### src/rtl/core/gmdpf_pkg.sv
// shared types, codes and helper functions of the grid maze path finder
package gmdpf_pkg;

  localparam int MAX_DIM_DEF = 16;

  localparam logic [4:0] GRID_DIM_RESET = 5'd12;
  localparam logic [4:0] GRID_DIM_MIN   = 5'd2;

  // configuration register indexes
  localparam logic [1:0] CFG_GRID_ROWS = 2'd0;
  localparam logic [1:0] CFG_GRID_COLS = 2'd1;

  // opcodes
  localparam logic [1:0] OP_WRITE  = 2'd0;
  localparam logic [1:0] OP_SEARCH = 2'd1;
  localparam logic [1:0] OP_READ   = 2'd2;

  // result status codes
  localparam logic [2:0] ST_WRITE_DONE = 3'd0;
  localparam logic [2:0] ST_FOUND      = 3'd1;
  localparam logic [2:0] ST_NO_PATH    = 3'd2;
  localparam logic [2:0] ST_BLOCKED    = 3'd3;
  localparam logic [2:0] ST_READ_DATA  = 3'd4;

  // neighbor order, then the all-tried mark
  localparam logic [2:0] DIR_EAST  = 3'd0;
  localparam logic [2:0] DIR_WEST  = 3'd1;
  localparam logic [2:0] DIR_NORTH = 3'd2;
  localparam logic [2:0] DIR_SOUTH = 3'd3;
  localparam logic [2:0] DIR_DONE  = 3'd4;

  typedef struct packed {
    logic [1:0] opcode;
    logic [3:0] row;
    logic [3:0] col;
    logic       cell_open;
    logic [7:0] path_index;
  } in_item_t;

  typedef struct packed {
    logic [2:0] status;
    logic [8:0] path_length;
    logic [3:0] out_row;
    logic [3:0] out_col;
  } out_item_t;

  // one path entry: the cell and the next neighbor to try from it
  typedef struct packed {
    logic [2:0] dir;
    logic [3:0] row;
    logic [3:0] col;
  } stk_entry_t;

  typedef enum logic [3:0] {
    S_IDLE,
    S_READ,
    S_CLEAR,
    S_START_RD,
    S_START_CHK,
    S_PROBE,
    S_CHECK,
    S_POP_LD,
    S_FINISH
  } fsm_state_t;

  function automatic logic [4:0] clamp_dim(input logic [4:0] v, input logic [4:0] dim_max);
    logic [4:0] res;
    res = v;
    if (v < GRID_DIM_MIN) begin
      res = GRID_DIM_MIN;
    end else if (v > dim_max) begin
      res = dim_max;
    end
    return res;
  endfunction

  function automatic logic on_border(input logic [3:0] r, input logic [3:0] c,
                                     input logic [4:0] nr, input logic [4:0] nc);
    return (r == 4'd0) || (c == 4'd0) ||
           ({1'b0, r} == nr - 5'd1) || ({1'b0, c} == nc - 5'd1);
  endfunction

endpackage

### src/rtl/core/gmdpf_ram.sv
// generic single write port, single read port ram with registered read data
module gmdpf_ram #(
  parameter int WIDTH = 8,
  parameter int DEPTH = 256,
  localparam int AW = $clog2(DEPTH)
) (
  input  logic             clk,
  input  logic             we,
  input  logic [AW-1:0]    waddr,
  input  logic [WIDTH-1:0] wdata,
  input  logic [AW-1:0]    raddr,
  output logic [WIDTH-1:0] rdata
);

  logic [WIDTH-1:0] mem [DEPTH];

  always_ff @(posedge clk) begin
    if (we) begin
      mem[waddr] <= wdata;
    end
    rdata <= mem[raddr];
  end

endmodule

### src/rtl/core/grid_maze_dfs_path_finder.sv
// grid maze path finder: depth-first search over a cell map held in ram
//
// Commands enter on in_data when start is high and busy is low. A write
// command stores one cell as open or wall and answers in the next cycle;
// busy stays low, so writes go one per cycle. A read command reads the path
// ram, whose registered data is used in S_READ; the answer, with the requested
// path entry and the path length, is registered from there. A search first
// sweeps the cell ram to clear the visited marks, one cell a cycle, then walks
// the maze: each neighbor probe is a read and a check of the cell ram, and
// each back-up is a read of the path ram. Every answer is a one-cycle strobe
// on out_valid with out_data; the receiver cannot hold it off.
// Grid size is written through cfg_valid/cfg_ready, cfg_index, cfg_data (ready is always
// high); the user must do so only while no command is in flight, as the block does not enforce it.
// Synchronous reset returns to idle, sets rows and columns to 12 and empties
// the stored path; the cell map keeps whatever it held and must be written.
module grid_maze_dfs_path_finder
  import gmdpf_pkg::*;
#(
  parameter int MAX_DIM = MAX_DIM_DEF
) (
  input  logic      clk,
  input  logic      rst_n,
  input  logic      start,
  output logic      busy,
  input  in_item_t  in_data,
  output logic      out_valid,
  output out_item_t out_data,
  input  logic      cfg_valid,
  output logic      cfg_ready,
  input  logic [1:0] cfg_index,
  input  logic [4:0] cfg_data
);

  localparam int CELLS = MAX_DIM * MAX_DIM;
  localparam int AW    = $clog2(CELLS);
  localparam int DW    = $clog2(CELLS + 1);
  localparam int SEW   = $bits(stk_entry_t);
  localparam logic [4:0] DIM_MAX = 5'(MAX_DIM);

  function automatic logic [AW-1:0] cell_addr(input logic [3:0] r, input logic [3:0] c);
    return AW'(int'(r) * MAX_DIM + int'(c));
  endfunction

  fsm_state_t state_r, state_nxt;

  logic [4:0]    rows_r, cols_r;
  logic          out_valid_r, out_valid_nxt;
  out_item_t     out_data_r, out_data_nxt;
  logic [DW-1:0] depth_r, depth_nxt;
  logic [DW-1:0] clr_cnt_r, clr_cnt_nxt;
  logic [3:0]    top_row_r, top_row_nxt, top_col_r, top_col_nxt;
  logic [2:0]    top_dir_r, top_dir_nxt;
  logic [3:0]    nbr_row_r, nbr_row_nxt, nbr_col_r, nbr_col_nxt;
  logic [7:0]    idx_r, idx_nxt;

  // cell ram: bit 1 open, bit 0 visited
  logic          cm_we;
  logic [AW-1:0] cm_waddr, cm_raddr;
  logic [1:0]    cm_wdata, cm_rdata;

  // path ram, indexed by position on the path
  logic          sm_we;
  logic [AW-1:0] sm_waddr, sm_raddr;
  stk_entry_t    sm_wdata, sm_rdata;

  logic       accept;
  logic [4:0] nr, nc;
  logic [4:0] nbr_r5, nbr_c5;
  logic       nbr_in, start_in, start_border, nbr_border, enter;

  assign accept    = start && !busy;
  assign busy      = (state_r != S_IDLE);
  assign cfg_ready = 1'b1;
  assign out_valid = out_valid_r;
  assign out_data  = out_data_r;

  assign nr = clamp_dim(rows_r, DIM_MAX);
  assign nc = clamp_dim(cols_r, DIM_MAX);

  assign start_in     = ({1'b0, top_row_r} < nr) && ({1'b0, top_col_r} < nc);
  assign start_border = on_border(top_row_r, top_col_r, nr, nc);
  assign nbr_border   = on_border(nbr_row_r, nbr_col_r, nr, nc);
  assign enter        = cm_rdata[1] && !cm_rdata[0];

  // neighbor of the top cell in the current direction, with grid bounds
  always_comb begin
    nbr_r5 = {1'b0, top_row_r};
    nbr_c5 = {1'b0, top_col_r};
    nbr_in = 1'b0;
    case (top_dir_r)
      DIR_EAST: begin
        nbr_c5 = {1'b0, top_col_r} + 5'd1;
        nbr_in = (nbr_c5 < nc);
      end
      DIR_WEST: begin
        nbr_c5 = {1'b0, top_col_r} - 5'd1;
        nbr_in = (top_col_r != 4'd0);
      end
      DIR_NORTH: begin
        nbr_r5 = {1'b0, top_row_r} - 5'd1;
        nbr_in = (top_row_r != 4'd0);
      end
      DIR_SOUTH: begin
        nbr_r5 = {1'b0, top_row_r} + 5'd1;
        nbr_in = (nbr_r5 < nr);
      end
      default: nbr_in = 1'b0;
    endcase
  end

  // next state
  always_comb begin
    state_nxt = state_r;
    unique case (state_r)
      S_IDLE: begin
        if (accept) begin
          if (in_data.opcode == OP_SEARCH) begin
            state_nxt = S_CLEAR;
          end else if (in_data.opcode == OP_READ) begin
            state_nxt = S_READ;
          end
        end
      end
      S_READ: state_nxt = S_IDLE;
      S_CLEAR: begin
        if (clr_cnt_r == DW'(CELLS)) begin
          state_nxt = S_START_RD;
        end
      end
      S_START_RD: state_nxt = start_in ? S_START_CHK : S_IDLE;
      S_START_CHK: begin
        if (!cm_rdata[1] || start_border) begin
          state_nxt = S_IDLE;
        end else begin
          state_nxt = S_PROBE;
        end
      end
      S_PROBE: begin
        if (top_dir_r == DIR_DONE) begin
          state_nxt = (depth_r == DW'(1)) ? S_IDLE : S_POP_LD;
        end else if (nbr_in) begin
          state_nxt = S_CHECK;
        end
      end
      S_CHECK: begin
        if (enter && nbr_border) begin
          state_nxt = S_FINISH;
        end else begin
          state_nxt = S_PROBE;
        end
      end
      S_POP_LD: state_nxt = S_PROBE;
      S_FINISH: state_nxt = S_IDLE;
      default:  state_nxt = S_IDLE;
    endcase
  end

  // datapath, ram ports and results
  always_comb begin
    out_valid_nxt = 1'b0;
    out_data_nxt  = out_data_r;
    depth_nxt     = depth_r;
    clr_cnt_nxt   = clr_cnt_r;
    top_row_nxt   = top_row_r;
    top_col_nxt   = top_col_r;
    top_dir_nxt   = top_dir_r;
    nbr_row_nxt   = nbr_row_r;
    nbr_col_nxt   = nbr_col_r;
    idx_nxt       = idx_r;
    cm_we         = 1'b0;
    cm_waddr      = '0;
    cm_wdata      = '0;
    cm_raddr      = '0;
    sm_we         = 1'b0;
    sm_waddr      = '0;
    sm_wdata      = '0;
    sm_raddr      = '0;
    unique case (state_r)
      S_IDLE: begin
        if (accept) begin
          case (in_data.opcode)
            OP_WRITE: begin
              if (({1'b0, in_data.row} < DIM_MAX) && ({1'b0, in_data.col} < DIM_MAX)) begin
                cm_we    = 1'b1;
                cm_waddr = cell_addr(in_data.row, in_data.col);
                cm_wdata = {in_data.cell_open, 1'b0};
              end
              out_valid_nxt = 1'b1;
              out_data_nxt  = '{status: ST_WRITE_DONE, path_length: '0,
                                out_row: '0, out_col: '0};
            end
            OP_SEARCH: begin
              top_row_nxt = in_data.row;
              top_col_nxt = in_data.col;
              depth_nxt   = '0;
              clr_cnt_nxt = '0;
            end
            OP_READ: begin
              idx_nxt  = in_data.path_index;
              sm_raddr = AW'(in_data.path_index);
            end
            default: ;
          endcase
        end
      end
      S_READ: begin
        out_valid_nxt = 1'b1;
        out_data_nxt  = '{status: ST_READ_DATA, path_length: 9'(depth_r),
                          out_row: '0, out_col: '0};
        if (9'(idx_r) < 9'(depth_r)) begin
          out_data_nxt.out_row = sm_rdata.row;
          out_data_nxt.out_col = sm_rdata.col;
        end
      end
      S_CLEAR: begin
        // read one cell ahead, write back the previous one with visited cleared
        cm_raddr    = AW'(clr_cnt_r);
        clr_cnt_nxt = clr_cnt_r + DW'(1);
        if (clr_cnt_r != '0) begin
          cm_we    = 1'b1;
          cm_waddr = AW'(clr_cnt_r - DW'(1));
          cm_wdata = {cm_rdata[1], 1'b0};
        end
      end
      S_START_RD: begin
        cm_raddr = cell_addr(top_row_r, top_col_r);
        if (!start_in) begin
          out_valid_nxt = 1'b1;
          out_data_nxt  = '{status: ST_BLOCKED, path_length: '0, out_row: '0, out_col: '0};
        end
      end
      S_START_CHK: begin
        if (!cm_rdata[1]) begin
          out_valid_nxt = 1'b1;
          out_data_nxt  = '{status: ST_BLOCKED, path_length: '0, out_row: '0, out_col: '0};
        end else begin
          cm_we       = 1'b1;
          cm_waddr    = cell_addr(top_row_r, top_col_r);
          cm_wdata    = 2'b11;
          depth_nxt   = DW'(1);
          top_dir_nxt = DIR_EAST;
          if (start_border) begin
            sm_we         = 1'b1;
            sm_waddr      = '0;
            sm_wdata      = '{dir: DIR_EAST, row: top_row_r, col: top_col_r};
            out_valid_nxt = 1'b1;
            out_data_nxt  = '{status: ST_FOUND, path_length: 9'd1, out_row: '0, out_col: '0};
          end
        end
      end
      S_PROBE: begin
        if (top_dir_r == DIR_DONE) begin
          depth_nxt = depth_r - DW'(1);
          if (depth_r == DW'(1)) begin
            out_valid_nxt = 1'b1;
            out_data_nxt  = '{status: ST_NO_PATH, path_length: '0, out_row: '0, out_col: '0};
          end else begin
            // parent entry becomes the new top
            sm_raddr = AW'(depth_r - DW'(2));
          end
        end else begin
          top_dir_nxt = top_dir_r + 3'd1;
          nbr_row_nxt = nbr_r5[3:0];
          nbr_col_nxt = nbr_c5[3:0];
          cm_raddr    = cell_addr(nbr_r5[3:0], nbr_c5[3:0]);
        end
      end
      S_CHECK: begin
        if (enter) begin
          cm_we       = 1'b1;
          cm_waddr    = cell_addr(nbr_row_r, nbr_col_r);
          cm_wdata    = 2'b11;
          // park the current top with its next direction, then step in
          sm_we       = 1'b1;
          sm_waddr    = AW'(depth_r - DW'(1));
          sm_wdata    = '{dir: top_dir_r, row: top_row_r, col: top_col_r};
          top_row_nxt = nbr_row_r;
          top_col_nxt = nbr_col_r;
          top_dir_nxt = DIR_EAST;
          depth_nxt   = depth_r + DW'(1);
        end
      end
      S_POP_LD: begin
        top_row_nxt = sm_rdata.row;
        top_col_nxt = sm_rdata.col;
        top_dir_nxt = sm_rdata.dir;
      end
      S_FINISH: begin
        sm_we         = 1'b1;
        sm_waddr      = AW'(depth_r - DW'(1));
        sm_wdata      = '{dir: DIR_EAST, row: top_row_r, col: top_col_r};
        out_valid_nxt = 1'b1;
        out_data_nxt  = '{status: ST_FOUND, path_length: 9'(depth_r), out_row: '0, out_col: '0};
      end
      default: ;
    endcase
  end

  always_ff @(posedge clk) begin
    if (!rst_n) begin
      state_r     <= S_IDLE;
      out_valid_r <= 1'b0;
      depth_r     <= '0;
      rows_r      <= GRID_DIM_RESET;
      cols_r      <= GRID_DIM_RESET;
    end else begin
      state_r     <= state_nxt;
      out_valid_r <= out_valid_nxt;
      depth_r     <= depth_nxt;
      if (cfg_valid && cfg_ready) begin
        if (cfg_index == CFG_GRID_ROWS) begin
          rows_r <= cfg_data;
        end else if (cfg_index == CFG_GRID_COLS) begin
          cols_r <= cfg_data;
        end
      end
    end
  end

  always_ff @(posedge clk) begin
    out_data_r <= out_data_nxt;
    clr_cnt_r  <= clr_cnt_nxt;
    top_row_r  <= top_row_nxt;
    top_col_r  <= top_col_nxt;
    top_dir_r  <= top_dir_nxt;
    nbr_row_r  <= nbr_row_nxt;
    nbr_col_r  <= nbr_col_nxt;
    idx_r      <= idx_nxt;
  end

  gmdpf_ram #(
    .WIDTH(2),
    .DEPTH(CELLS)
  ) u_cell_ram (
    .clk  (clk),
    .we   (cm_we),
    .waddr(cm_waddr),
    .wdata(cm_wdata),
    .raddr(cm_raddr),
    .rdata(cm_rdata)
  );

  gmdpf_ram #(
    .WIDTH(SEW),
    .DEPTH(CELLS)
  ) u_path_ram (
    .clk  (clk),
    .we   (sm_we),
    .waddr(sm_waddr),
    .wdata(sm_wdata),
    .raddr(sm_raddr),
    .rdata(sm_rdata)
  );

  // path never grows beyond the cell count
  a_depth_bound: assert property (@(posedge clk) disable iff (!rst_n)
    depth_r <= DW'(CELLS))
    else $error("path depth beyond cell count");

  // the walk only runs with a cell on the path
  a_walk_nonempty: assert property (@(posedge clk) disable iff (!rst_n)
    (state_r == S_PROBE || state_r == S_CHECK) |-> depth_r != '0)
    else $error("walk running on an empty path");

  // a found path always holds at least the start cell
  a_found_len: assert property (@(posedge clk) disable iff (!rst_n)
    (out_valid && out_data.status == ST_FOUND) |-> out_data.path_length != '0)
    else $error("found path with zero length");

  // a cell write answers in the next cycle
  a_write_answer: assert property (@(posedge clk) disable iff (!rst_n)
    (accept && in_data.opcode == OP_WRITE) |=>
      (out_valid && out_data.status == ST_WRITE_DONE))
    else $error("cell write not answered");

endmodule

### config.mk
export PLATFORM = sky130hd
export DESIGN_NAME = grid_maze_dfs_path_finder
export DESIGN_NICKNAME = d
export VERILOG_FILES = /design/src/rtl/core/gmdpf_pkg.sv /design/src/rtl/core/gmdpf_ram.sv /design/src/rtl/core/grid_maze_dfs_path_finder.sv
export SDC_FILE = /design/constraint.sdc
export NUM_CORES = 2
export LEC_CHECK = 0
export ABC_AREA = 1
export BUFFER_PORTS_ARGS = -buffer_cell sky130_fd_sc_hd__buf_2
export CAP_MARGIN = 20
export CORE_ASPECT_RATIO = 1.2
export CORE_MARGIN = 1.5
export CORE_UTILIZATION = 50
export DETAILED_ROUTE_END_ITERATION = 8
export PLACE_DENSITY = 0.71
export SYNTH_ARGS = -nofsm -noshare
export SYNTH_HDL_FRONTEND = slang
export SYNTH_SLANG_ARGS = --single-unit
### constraint.sdc
create_clock -name clk -period 28 [get_ports clk]
set_input_delay 5.6 -clock clk [delete_from_list [all_inputs] [get_ports clk]]
set_output_delay 5.6 -clock clk [all_outputs]
set_load 0.05 [all_outputs]
Word-level counts from Yosys, hierarchy flattened
Memories as Yosys holds them, arrays and structs flattened. A register that Yosys moved wholly into a read port is not among the register bits.
Index checks and enable logic that the tools add are counted.
- register bits: 80
- bits in latches: 0
- RAM bits: 3328
- memory bits (read-only): 0
- input port bits: 30
- output and inout bits: 23
- logic and storage cells: 210
- memories: 2
- memory list (name ; depth ; width ; read ports ; clocked after memory_dff ; wr ports ; RTL line ; text):
    u_path_ram.mem ; 256 ; 11 ; 1 ; 1 ; 1 ; gmdpf_ram.sv:15 ; logic [WIDTH-1:0] mem [DEPTH];
    u_cell_ram.mem ; 256 ; 2 ; 1 ; 1 ; 1 ; gmdpf_ram.sv:15 ;
- add/subtract/negate cells: 16
- multiply operators: 0
- divide/modulo/power cells: 0
- order comparisons: 9
- eq/ne operators: 34
- shifts and indexed selects: 0
- mux-type cells: 89
- bitwise gates (word level): 2
- reductions and logical operators: 42
- operator list (cell ; number):
    2-to-1 mux 20 bit ; 7
    one-hot mux 20 bit (6 select lines) ; 1
    2-to-1 mux 8 bit ; 14
    2-to-1 mux 4 bit ; 13
    2-to-1 mux 9 bit ; 5
    one-hot mux 9 bit (4 select lines) ; 1
    one-hot mux 11 bit (3 select lines) ; 1
    adder 8 x 4 -> 8 bit ; 4
    one-hot mux 8 bit (2 select lines) ; 2
    one-hot mux 8 bit (4 select lines) ; 1
    one-hot mux 4 bit (7 select lines) ; 1
    one-hot mux 4 bit (3 select lines) ; 2
    one-hot mux 8 bit (3 select lines) ; 1
    == test 4 x 5 -> 1 bit ; 4
    logical NOT 4 bit ; 5
    2-to-1 mux 5 bit ; 4
    nonzero test 4 bit ; 5
    adder 9 x 1 -> 9 bit (second input constant) ; 2
    2-to-1 mux 3 bit ; 6
    one-hot mux 9 bit (2 select lines) ; 1
    == test 4 x 3 -> 1 bit (second input constant) ; 4
    != test 2 bit (second input constant) ; 8
    one-hot mux 4 bit (2 select lines) ; 2
    2-to-1 mux 1 bit ; 15
    other kinds (47) ; 83

Longest topological paths before layout
- depth after elaboration: 12
- gate-level depth with buffers: 20
- depth with buffers taken out: 18

Hierarchy
From an unflattened synthesis, not the netlist that was laid out.
- cells, all modules: 12320
- area total of the unflattened synthesis: 142943.3 um2
- by module, submodules not included (module ; instances ; cells each ; area each (um2) ; sequential area each (um2)):
    gmdpf_ram (u_path_ram) ; 1 ; 9483 ; 114840.1 ; 84781.3
    gmdpf_ram (u_cell_ram) ; 1 ; 2055 ; 22126.2 ; 15414.8
    grid_maze_dfs_path_finder ; 1 ; 782 ; 5977.0 ; 2162.1

Worst setup path after synthesis
OpenSTA, ideal clock, no wires.
- kind: flip-flop to flip-flop
- from: reg clr_cnt_r[0]
- to: mem u_cell_ram.mem[0][1], data pin
- library setup time: 2.187 ns
- arrival: 11.236 ns
- required time: 25.813 ns
- setup slack: 14.578 ns
- cell stages (with the launch flop): 11
- path buffers: 0
- clock period less this slack: 13.422 ns
- cells stage by stage: edfxtp_1 inv_1 ha_1 nand3_1 nand3b_1 nor3_2 inv_1 nor2_1 nor2_2 inv_2 o21ai_0
- cells in the longest elaborated chain, start to end: 3
- ends and longest elaborated chain (item ; RTL line ; text):
    start: declaration ; grid_maze_dfs_path_finder.sv:50 ; logic [DW-1:0] clr_cnt_r, clr_cnt_nxt;
    start signal: assignment ; grid_maze_dfs_path_finder.sv:322 ; clr_cnt_r <= clr_cnt_nxt;
    nonzero test 9 bit ; grid_maze_dfs_path_finder.sv:219 ; if (clr_cnt_r != '0) begin
    2-to-1 mux 2 bit ; grid_maze_dfs_path_finder.sv:219 ;
    one-hot mux 2 bit (4 select lines) ; grid_maze_dfs_path_finder.sv:178 ; unique case (state_r)
    net cm_wdata[1] ; grid_maze_dfs_path_finder.sv:59 ; logic [1:0] cm_wdata, cm_rdata;
    end: declaration ; gmdpf_ram.sv:15 ;
The timed path passes the listed nets, and every way through them passes these cells.

Worst setup path in the final report
- from: in in_data[17] (netlist bit)
- to: reg u_path_ram.rdata[4] (read register of u_path_ram.mem)
- cells in the longest elaborated chain, start to end: 4
- ends and longest elaborated chain (item ; RTL line ; text):
    start: declaration ; grid_maze_dfs_path_finder.sv:25 ; input in_item_t in_data,
    == test 2 bit ; grid_maze_dfs_path_finder.sv:181 ; case (in_data.opcode)
    2-to-1 mux 8 bit ; grid_maze_dfs_path_finder.sv:181 ;
    2-to-1 mux 8 bit ; grid_maze_dfs_path_finder.sv:180 ; if (accept) begin
    one-hot mux 8 bit (2 select lines) ; grid_maze_dfs_path_finder.sv:178 ;
    end: declaration ; gmdpf_ram.sv:12 ; output logic [WIDTH-1:0] rdata
No other way between the ends.
A chain may end at the register's enable or synchronous reset.

==> impl_metrics.env <==
export IMPL_drtIter0Drc=14700
export IMPL_design_area_mm2=0.167
export IMPL_dieArea_mm2=0.308
export IMPL_slew_headroom_pct=18.6
export IMPL_place_area_mm2=0.156
export IMPL_grt_pass1_vias=99700
export IMPL_cp_max_fo=107
export IMPL_endpoint="u_path_ram.rdata[4]$_DFF_P_"
export IMPL_layout_nets=14200
export IMPL_fmax_mhz=90.8
export IMPL_vias_per_cell=5.79
export IMPL_status="finished, final reports clean"
export IMPL_area_growth_pct=9.76
export IMPL_rows=221
export IMPL_r2r_start="depth_r[0]$_SDFFE_PN0P_"
export IMPL_cp_start_kind="input port"
export IMPL_fin_crit_ns=11.01
export IMPL_io_pins=53
export IMPL_clk_pin_slew_ns=0.06
export IMPL_synth_warnings=0
export IMPL_syn_instance_count=14300
export IMPL_io_buffers=51
export IMPL_vias=107000
export IMPL_grt_antenna_before_repair=8
export IMPL_post_cts_buffers=0
export IMPL_multi_input_area_mm2=0.0377
export IMPL_synth_cell_area_mm2=0.152
export IMPL_finalSetupViolCount=0
export IMPL_wl_mm=426
export IMPL_grt_pass1_wl_mm=631
export IMPL_rsz0062_at_grt="false"
export IMPL_ant_nets=0
export IMPL_gp_congestion=0.893
export IMPL_syn_avg_cell_area_um2=10.7
export IMPL_grt_max_degree=218
export IMPL_critPathCaptureType="flip-flop"
export IMPL_top_usage_layer="met2"
export IMPL_maxCapViolCount=0
export IMPL_reg2reg_depth=19
export IMPL_die_x_um=507
export IMPL_hold_viol_final=0
export IMPL_fin_crit_sh_pct=39.3
export IMPL_synth_distinct_cells=51
export IMPL_ys_async_sr_fraction_pct=0
export IMPL_cts_resized=0
export IMPL_yosysSeqAreaShare_pct=67.2
export IMPL_worst_hold_slack_ns=0.458
export IMPL_use_met1_pct=36.5
export IMPL_fillerInstances=25000
export IMPL_die_h_um=608
export IMPL_p_leak_nw=64.9
export IMPL_worstSetupPathType="input port to flip-flop"
export IMPL_rrSetupSlack_ns=20.99
export IMPL_overflow=0
export IMPL_worst_slew_pin_transition_ns=1.22
export IMPL_use_met2_pct=42.2
export IMPL_root_buffer="clkbuf_16"
export IMPL_start_util_pct=50.4
export IMPL_finalSetupTns_ns=0
export IMPL_grt_total_usage_pct=26.9
export IMPL_cts_tree="done"
export IMPL_synth_edf_count=3384
export IMPL_worstReg2RegEnd="u_path_ram.rdata[4]$_DFF_P_"
export IMPL_clk_latency_ns=0.90
export IMPL_hold_buffers=0
export IMPL_arrival_ns=11.79
export IMPL_dp_cells=17700
export IMPL_synthFlopType="edfxtp_1"
export IMPL_hp_class="flip-flop to flip-flop"
export IMPL_drv_slew=0
export IMPL_peakVddDrop_uv=49.0
export IMPL_power_density_mw_per_mm2=63.6
export IMPL_clock_sinks=3421
export IMPL_crit_path_start="in_data[17]"
export IMPL_clockBufferDepth=4
export IMPL_core_mm2=0.303
export IMPL_critical_path_required_ns=28.78
export IMPL_regArea_mm2=0.102
export IMPL_instances_no_fill=18400
export IMPL_fin_skew_ns=0.0742
export IMPL_drive_gt1_share_pct=6.54
export IMPL_dp_hpwl_mm=232
export IMPL_ys_seq_elements=3421
export IMPL_numCtsBuffers=339
export IMPL_htree_levels=5
export IMPL_grt_util_met3_pct=4.97
export IMPL_dr_pass1_iters=7
export IMPL_drc=0
export IMPL_syn_num_nets=14400
export IMPL_wire_per_inst_um=23.1
==> worst max-delay path, cell delays in order <==
cell and delay (ns):
buf_2 0.11, inv_1 0.07, ha_1 0.27, nand3_4 0.39, nand2_8 0.73, buf_4 0.87
buf_4 0.83, buf_4 0.86, nand2_1 0.11, nand3_1 0.11, nand3_1 0.10, nand3_1 0.18
nand3_1 0.25, nand3_1 0.20, nand3_1 0.25, nand3_1 0.43, nand2_1 0.10
==> cells in the mapped netlist, drive strengths merged (3+ instances only) <==
cell type | instances | area [um2]
nand4 | 7 | 43.8
ha | 47 | 588
nand3b | 676 | 5070
clkbuf | 283 | 1060
o21ai | 45 | 233
clkinv | 4 | 15.0
edfxtp | 3384 | 102000
a21oi | 54 | 289
dfxtp | 37 | 741
o211ai | 199 | 1490
buf | 604 | 3040
nand2 | 2715 | 10200
nand3 | 3210 | 16100
a31oi | 8 | 50.1
nor3 | 28 | 160
inv | 2248 | 8440
xnor2 | 7 | 61.3
o221ai | 7 | 61.3
or2 | 22 | 138
nor2 | 651 | 2490
o311ai | 3 | 26.3
nor4 | 4 | 25.0
o21a | 6 | 45.0
o22ai | 12 | 81.3
xor2 | 24 | 210
==> routing by layer <==
layer	wire, um	up-vias
met5	47	-
met4	21300	4
met3	47200	1008
met2	197000	6226
met1	161000	51400
li1	-	47900
==> worst min path at each step <==
stage	from	endpoint	slack [ns]	cells after the start
after floorplan	rows_r[0]$_SDFFE_PN0P_	rows_r[0]$_SDFFE_PN0P_	0.43	2
after global placement	rows_r[0]$_SDFFE_PN0P_	rows_r[0]$_SDFFE_PN0P_	0.44	2
after detailed placement	rows_r[0]$_SDFFE_PN0P_	rows_r[0]$_SDFFE_PN0P_	0.45	2
after CTS	rows_r[0]$_SDFFE_PN0P_	rows_r[0]$_SDFFE_PN0P_	0.46	2
after global routing	rows_r[0]$_SDFFE_PN0P_	rows_r[0]$_SDFFE_PN0P_	0.49	2
final	rows_r[0]$_SDFFE_PN0P_	rows_r[0]$_SDFFE_PN0P_	0.46	2
==> power by group <==
group	internal (mW)	switching, mW	leakage [nW]
sequential	5.58	0.0227	35.4
combinational	0.166	0.489	24.4
clock	2.47	1.91	5.09
total	8.22	2.42	64.9
==> state kept, by name, summed over array words and instances, names as in the netlist, 5 cells and up <==
name,flops
clr_cnt_r,9
cols_r,5
depth_r,9
idx_r,8
out_data,20
rows_r,5
u_cell_ram.mem,512
u_path_ram.mem,2816
u_path_ram.rdata,11
==> cells in the final DEF (no fill, tap or decap), drive strengths merged, types with 8 or more instances in the layout <==
master    netlist  layout
buf           604     381
clkinv          4     144
nand3        3210    3210
dfxtp          37      37
a21oi          54      54
clkbuf        283     426
nor2          651     651
o21ai          45      45
nand2        2715    2715
o22ai          12      12
nand3b        676     676
ha             47      47
nor3           28      28
inv          2248    2255
clkinvlp        0       8
edfxtp       3384    3384
a31oi           8       8
o211ai        199     199
or2            22      22
xor2           24      24
bufinv          0      19
==> metrics by stage <==
| step | setup WS [ns] | util (%) | total power [mW] |
|---|---|---|---|
| floorplan | 14.58 | - | 6.14 |
| global placement | 16.27 | 51.5 | 6.35 |
| detailed placement | 16.26 | 51.6 | 6.35 |
| CTS | 17.20 | 55.1 | 10.6 |
| global route | 16.70 | 55.3 | 10.9 |
| finish | 16.99 | 55.3 | 10.6 |
==> area by class of cell <==
cell class | instances | share of cell area (%)
Antenna cell | 7 | 0.0105
Sequential cell | 3421 | 61.2
Clock buffer | 426 | 5.44
Multi-Input combinational cell | 7736 | 22.6
Inverter | 2252 | 5.08
Clock inverter | 174 | 0.785
Timing Repair Buffer | 381 | 1.90
Tap cell | 4014 | 3.00
==> logic make-up after synthesis <==
family,after synthesis,share of synthesized area (%)
other cells,1,0.00246
compound gates,343,1.55
fa+ha+maj,47,0.386
flops,3421,67.2
xor+xnor,31,0.178
buf+inv,3139,8.24
simple gates,7314,22.5
Note: power is estimated with default switching activity, not from simulation.
